`config.mk`:
```
export PLATFORM = sky130hd
export DESIGN_NAME = ofrs_seq
export DESIGN_NICKNAME = d
export VERILOG_FILES = /design/src/rtl/ofrs_pkg.sv /design/src/rtl/ofrs_seq.sv
export SDC_FILE = /design/constraint.sdc
export NUM_CORES = 1
export LEC_CHECK = 0
export BUFFER_PORTS_ARGS = -buffer_cell sky130_fd_sc_hd__buf_2
export CAP_MARGIN = 20
export CORE_ASPECT_RATIO = 1.2
export CORE_MARGIN = 5
export CORE_UTILIZATION = 35
export DETAILED_ROUTE_END_ITERATION = 10
export PLACE_DENSITY = 0.73
export SLEW_MARGIN = 30
export SYNTH_ARGS = -nofsm -noshare
export SYNTH_HDL_FRONTEND = slang
export SYNTH_SLANG_ARGS = --single-unit
```
`constraint.sdc`:
```
create_clock -name aclk -period 1.8 [get_ports aclk]
set_clock_uncertainty 0.05 [all_clocks]
set_input_delay 0.27 -clock aclk [delete_from_list [all_inputs] [get_ports aclk]]
set_output_delay 0.27 -clock aclk [all_outputs]
set_load 0.01 [all_outputs]
```
`src/rtl/ofrs_pkg.sv`:
```
// ----------------------------------------------------------------------------
// ofrs_pkg
// Shared types and codes of the display frame refresh sequencer.
// ----------------------------------------------------------------------------
package ofrs_pkg;

    // request codes
    localparam logic [2:0] REQ_DRAW   = 3'd0;
    localparam logic [2:0] REQ_CLEAR  = 3'd1;
    localparam logic [2:0] REQ_UPDATE = 3'd2;
    localparam logic [2:0] REQ_DONE   = 3'd3;
    localparam logic [2:0] REQ_ERROR  = 3'd4;
    localparam logic [2:0] REQ_READ   = 3'd5;

    // transfer constants
    localparam logic [7:0] LEAD_CMD      = 8'h00;
    localparam logic [7:0] LEAD_DATA     = 8'h40;
    localparam logic [7:0] PAGE_CMD_BASE = 8'hB0;
    localparam logic [7:0] CMD_LEN       = 8'd4;
    localparam logic       KIND_CMD      = 1'b0;
    localparam logic       KIND_DATA     = 1'b1;

    typedef struct packed {
        logic [2:0] req_type;
        logic [7:0] pixel_x;
        logic [7:0] pixel_y;
        logic       pixel_on;
        logic [9:0] read_index;
    } item_t;

    typedef struct packed {
        logic       start_transfer;
        logic       transfer_kind;
        logic [2:0] transfer_page;
        logic [7:0] transfer_length;
        logic [7:0] lead_byte;
        logic [7:0] page_command;
        logic [7:0] read_data;
        logic       busy_res;
        logic       available;
        logic       pending;
    } res_t;

    // description of a started bus transfer
    typedef struct packed {
        logic       start;
        logic       kind;
        logic [2:0] page;
        logic [7:0] length;
        logic [7:0] lead;
        logic [7:0] cmd;
    } xfer_t;

    typedef enum logic [1:0] {
        SW_CLEAR_DRAW = 2'd0,
        SW_COPY       = 2'd1,
        SW_CLEAR_ALL  = 2'd2
    } sweep_mode_t;

    // control from the item logic to the stores
    typedef struct packed {
        logic        rd_draw;
        logic        rd_frame;
        logic        wr_draw;
        logic        sweep_start;
        sweep_mode_t sweep_mode;
    } store_ctl_t;

    function automatic xfer_t make_xfer(logic kind, logic [7:0] page8, logic [7:0] data_len);
        xfer_t x;
        x.start  = 1'b1;
        x.kind   = kind;
        x.page   = page8[2:0];
        x.length = (kind == KIND_DATA) ? data_len : CMD_LEN;
        x.lead   = (kind == KIND_DATA) ? LEAD_DATA : LEAD_CMD;
        x.cmd    = PAGE_CMD_BASE + page8;
        return x;
    endfunction

endpackage

```
`src/rtl/ofrs_seq.sv`:
```
// ----------------------------------------------------------------------------
// ofrs_seq
// Refresh sequencer: page command and data transfer ordering, busy,
// pending and available flags.
// ----------------------------------------------------------------------------
module ofrs_seq #(
    parameter int unsigned COLUMNS = 128,
    parameter int unsigned PAGES   = 8
) (
    input  logic                  aclk,
    input  logic                  aresetn,
    input  logic                  step,
    input  logic [2:0]            req,
    output ofrs_pkg::xfer_t       xfer,
    output logic                  snap,
    output logic                  busy_out,
    output logic                  avail_out,
    output logic                  pend_out
);

    localparam int unsigned PW = $clog2(PAGES + 1);
    localparam logic [7:0] DATA_LEN = 8'((COLUMNS + 1) % 256);
    localparam logic [PW-1:0] PAGE_END = PW'(PAGES);

    typedef enum logic [2:0] {
        STG_IDLE = 3'b001,
        STG_CMD  = 3'b010,
        STG_DATA = 3'b100
    } stage_t;

    stage_t        stage_reg, stage_next;
    logic [PW-1:0] pc_reg, pc_next;
    logic          busy_reg, busy_next;
    logic          pend_reg, pend_next;
    logic          avail_reg, avail_next;
    logic [PW-1:0] pc_inc;

    assign pc_inc = pc_reg + 1'b1;

    // next state of the sequencer for the item in hand
    always_comb begin
        stage_next = stage_reg;
        pc_next    = pc_reg;
        busy_next  = busy_reg;
        pend_next  = pend_reg;
        avail_next = avail_reg;
        xfer       = '0;
        snap       = 1'b0;
        unique case (req)
            ofrs_pkg::REQ_UPDATE: begin
                if (avail_reg) begin
                    if (busy_reg) begin
                        pend_next = 1'b1;
                    end else begin
                        snap       = 1'b1;
                        pend_next  = 1'b0;
                        busy_next  = 1'b1;
                        pc_next    = '0;
                        stage_next = STG_CMD;
                        xfer = ofrs_pkg::make_xfer(ofrs_pkg::KIND_CMD, 8'h00, DATA_LEN);
                    end
                end
            end
            ofrs_pkg::REQ_DONE: begin
                unique case (stage_reg)
                    STG_CMD: begin
                        stage_next = STG_DATA;
                        xfer = ofrs_pkg::make_xfer(ofrs_pkg::KIND_DATA, 8'(pc_reg),
                                                   DATA_LEN);
                    end
                    STG_DATA: begin
                        pc_next = pc_inc;
                        if (pc_inc < PAGE_END) begin
                            stage_next = STG_CMD;
                            xfer = ofrs_pkg::make_xfer(ofrs_pkg::KIND_CMD, 8'(pc_inc),
                                                       DATA_LEN);
                        end else begin
                            stage_next = STG_IDLE;
                            busy_next  = 1'b0;
                            // held request starts the next frame at once
                            if (pend_reg) begin
                                snap       = 1'b1;
                                pend_next  = 1'b0;
                                busy_next  = 1'b1;
                                pc_next    = '0;
                                stage_next = STG_CMD;
                                xfer = ofrs_pkg::make_xfer(ofrs_pkg::KIND_CMD, 8'h00,
                                                           DATA_LEN);
                            end
                        end
                    end
                    default: begin
                    end
                endcase
            end
            ofrs_pkg::REQ_ERROR: begin
                stage_next = STG_IDLE;
                busy_next  = 1'b0;
                avail_next = 1'b0;
            end
            default: begin
            end
        endcase
    end

    assign busy_out  = busy_next;
    assign avail_out = avail_next;
    assign pend_out  = pend_next;

    always_ff @(posedge aclk) begin
        if (!aresetn) begin
            stage_reg <= STG_IDLE;
            pc_reg    <= '0;
            busy_reg  <= 1'b0;
            pend_reg  <= 1'b0;
            avail_reg <= 1'b1;
        end else if (step) begin
            stage_reg <= stage_next;
            pc_reg    <= pc_next;
            busy_reg  <= busy_next;
            pend_reg  <= pend_next;
            avail_reg <= avail_next;
        end
    end

endmodule
```
==> metrics <==
# port buffers=25; initial core utilization=0.359; Gate Count Post-Synth=129; Die X=58.3 um; Synth cell types=49; num rows=21; cts-stage hold buffer count=0; CTS buffer count=3; status=finished with violations; DP Area=1170 um2; Ant. Diodes=0; clock sinks=10; failing checks=setup timing; final hold slack=0.220 ns; Final #Nets=179; fmax=0.500 GHz; CP Capture Type=primary output; fraction of registers with async set/reset=0; Post-DRT Antenna Nets=0; max FFs per register=4; # IOs=39; post-synth top area cell=dfxtp_1; Yosys top cell area share=0.204; CTS Root Cell=clkbuf_4; crit path kind=flop to primary output; crit-path cells=and3_4 -> xor2_4 -> or3_4 -> a31oi_4 -> buf_6; Final Cell Area=1400 um2; Placer Congestion=0.824; clock buffer depth=2; P per Cell Area=375 nW/um2; Die Ht=68.0 um; Seq/Total Area, Yosys=0.204; largest net degree at the start of global routing=11; Core Area=2730 um2; HPWL reported at the end of detailed placement=2.08 mm; leak pwr=0.623 nW; Fin. Hold Viols=0; Synth area leaders=dfxtp_1 (20%), buf_4 (17%), nand2_1 (4.6%); maxcap violations=0; DRT Pass-1 Iters=4; Area Overhead vs Synth=43.0%; Initial DRC Count=32; Worst-path clk slew=0.07 ns; critical path's slowest cell=or3_4; htree depth=1; top_reg_cell synth=dfxtp_1; post-synthesis register bit count=10; HP Class=input pin to flop; first-pass GRT wire length=4.44 mm; Die ar.=3960 um2; crit path buf inv count=1; WL per Instance=14.4 um; Tcrit/Tclk final=1.11; number of synthesized flops with an enable pin=0; WL final=2.93 mm; setup repair after global routing missed its margin=true; most frequent cells in the layout=buf_4 (29), buf_2 (21), conb_1 (13); Yosys warning count=0; min setup slack post-route=-0.199 ns; vias in the first global route=1,089; CP Data Arrival Time=1.68 ns; maximum VDD drop=0.197 mV; vias=1,099; Pwr Total=526 uW; delay-heaviest family, CP=simple AND/OR/NAND/NOR gates; Mapped Area=980 um2; Remaining DRCs=0; CTS tree=done; antenna violations before repair=0; total gr overflow=0; Max Transition Viols Final=0; layout cells sized above 1=0.512; commonest non-fill, non-tap cell in the layout=buf_4; crit path time final=2.00 ns; clk_lat worst skew=0.26 ns; crit path max fanout=6; final count of negative-setup-slack endpoints=11; Data required, critical path=1.48 ns; GRT Overall Usage=0.144; Vias/cell=5.39; Synth Area per Inst=7.59 um2; critical path's largest stage delay=0.35 ns; Critical Path Start Type=flop
[metal layers]
metal / wire (um) / global-route usage
met1: 1170 / 0.154
met2: 1480 / 0.272
met3: 222 / 0.0170
met4: 57 / 0.0754
met5: 0 / 0
[stage by stage]
step	TNS [ns]	std cells	setup slack [ns]	utilization
detailed placement	0	187	0.0159	0.429
global route	-2.22	204	-0.252	0.513
CTS	-1.56	202	-0.197	0.484
global placement	0	187	0.0584	0.429
finish	-1.31	204	-0.199	0.513
floorplan	-0.0117	141	-0.0117	-
[synth_stat cells, types with 2 or more instances]
cell type,n
buf_4,22
nand3_1,2
o21ai_0,4
and2_1,3
a31oi_1,5
or3b_1,2
xnor2_1,2
clkbuf_1,4
or3_1,2
nand2_1,12
a21oi_1,6
a211oi_1,2
and3_1,2
nand3b_1,2
inv_1,4
nor2_1,5
o2111ai_1,2
dfxtp_1,10
nor2b_1,3
nor3_1,2
o211ai_1,2
o31ai_1,3
nor3b_1,2
[what timing repair did]
item	in CTS	in global routing
buffers inserted	12	3
resized for setup	11	16
pin swaps	10	9
endpoints found under the setup margin	14	16
gates cloned	0	0
[worst register-to-register path: stages, from the launching register on]
cell and delay [ns]:
dfxtp_4 0.36, or3b_1 0.39, o211a_1 0.25, or4_1 0.46
a21oi_1 0.13
[cell type report]
cell class / count / area [um2]
clock buffer: 3 / 22.5
fill: 272 / 1330
inverter: 4 / 15.0
multi-input combinational: 99 / 734
sequential: 10 / 219
tap: 34 / 42.5
timing repair buffer: 54 / 368
[cells by family after synthesis]
group,count (synthesis),synth area share
AO/OA/AOI/OAI,36,0.262
other,1,0.00383
adder cells (fa/ha/maj),1,0.0128
flip-flops,10,0.204
AND/OR/NAND/NOR,45,0.272
XOR/XNOR,3,0.0268
buffers and inverters,32,0.208
multiplexers,1,0.0102
[where the power goes]
group	internal [mW]	leakage [nW]	switching [mW]	total [mW]
Clock	0.0772	0.0138	0.0758	0.153
Sequential	0.223	0.0841	0.00883	0.232
Combinational	0.0583	0.525	0.0822	0.141
[path summary, 6_finish.rpt]
check / from / endpoint / slack, ns / depth (start not counted)
max: pc_reg[2]$_SDFFE_PN0P_ / xfer[2] / -0.20 / 5
min: aresetn / avail_reg$_SDFFE_PN1P_ / 0.22 / 2
max reg2reg: stage_reg[0]$_SDFFE_PN1P_ / stage_reg[2]$_SDFFE_PN0P_ / 0.08 / 4
min reg2reg: avail_reg$_SDFFE_PN1P_ / avail_reg$_SDFFE_PN1P_ / 0.44 / 2
Note: power is estimated with default switching activity, not from simulation.
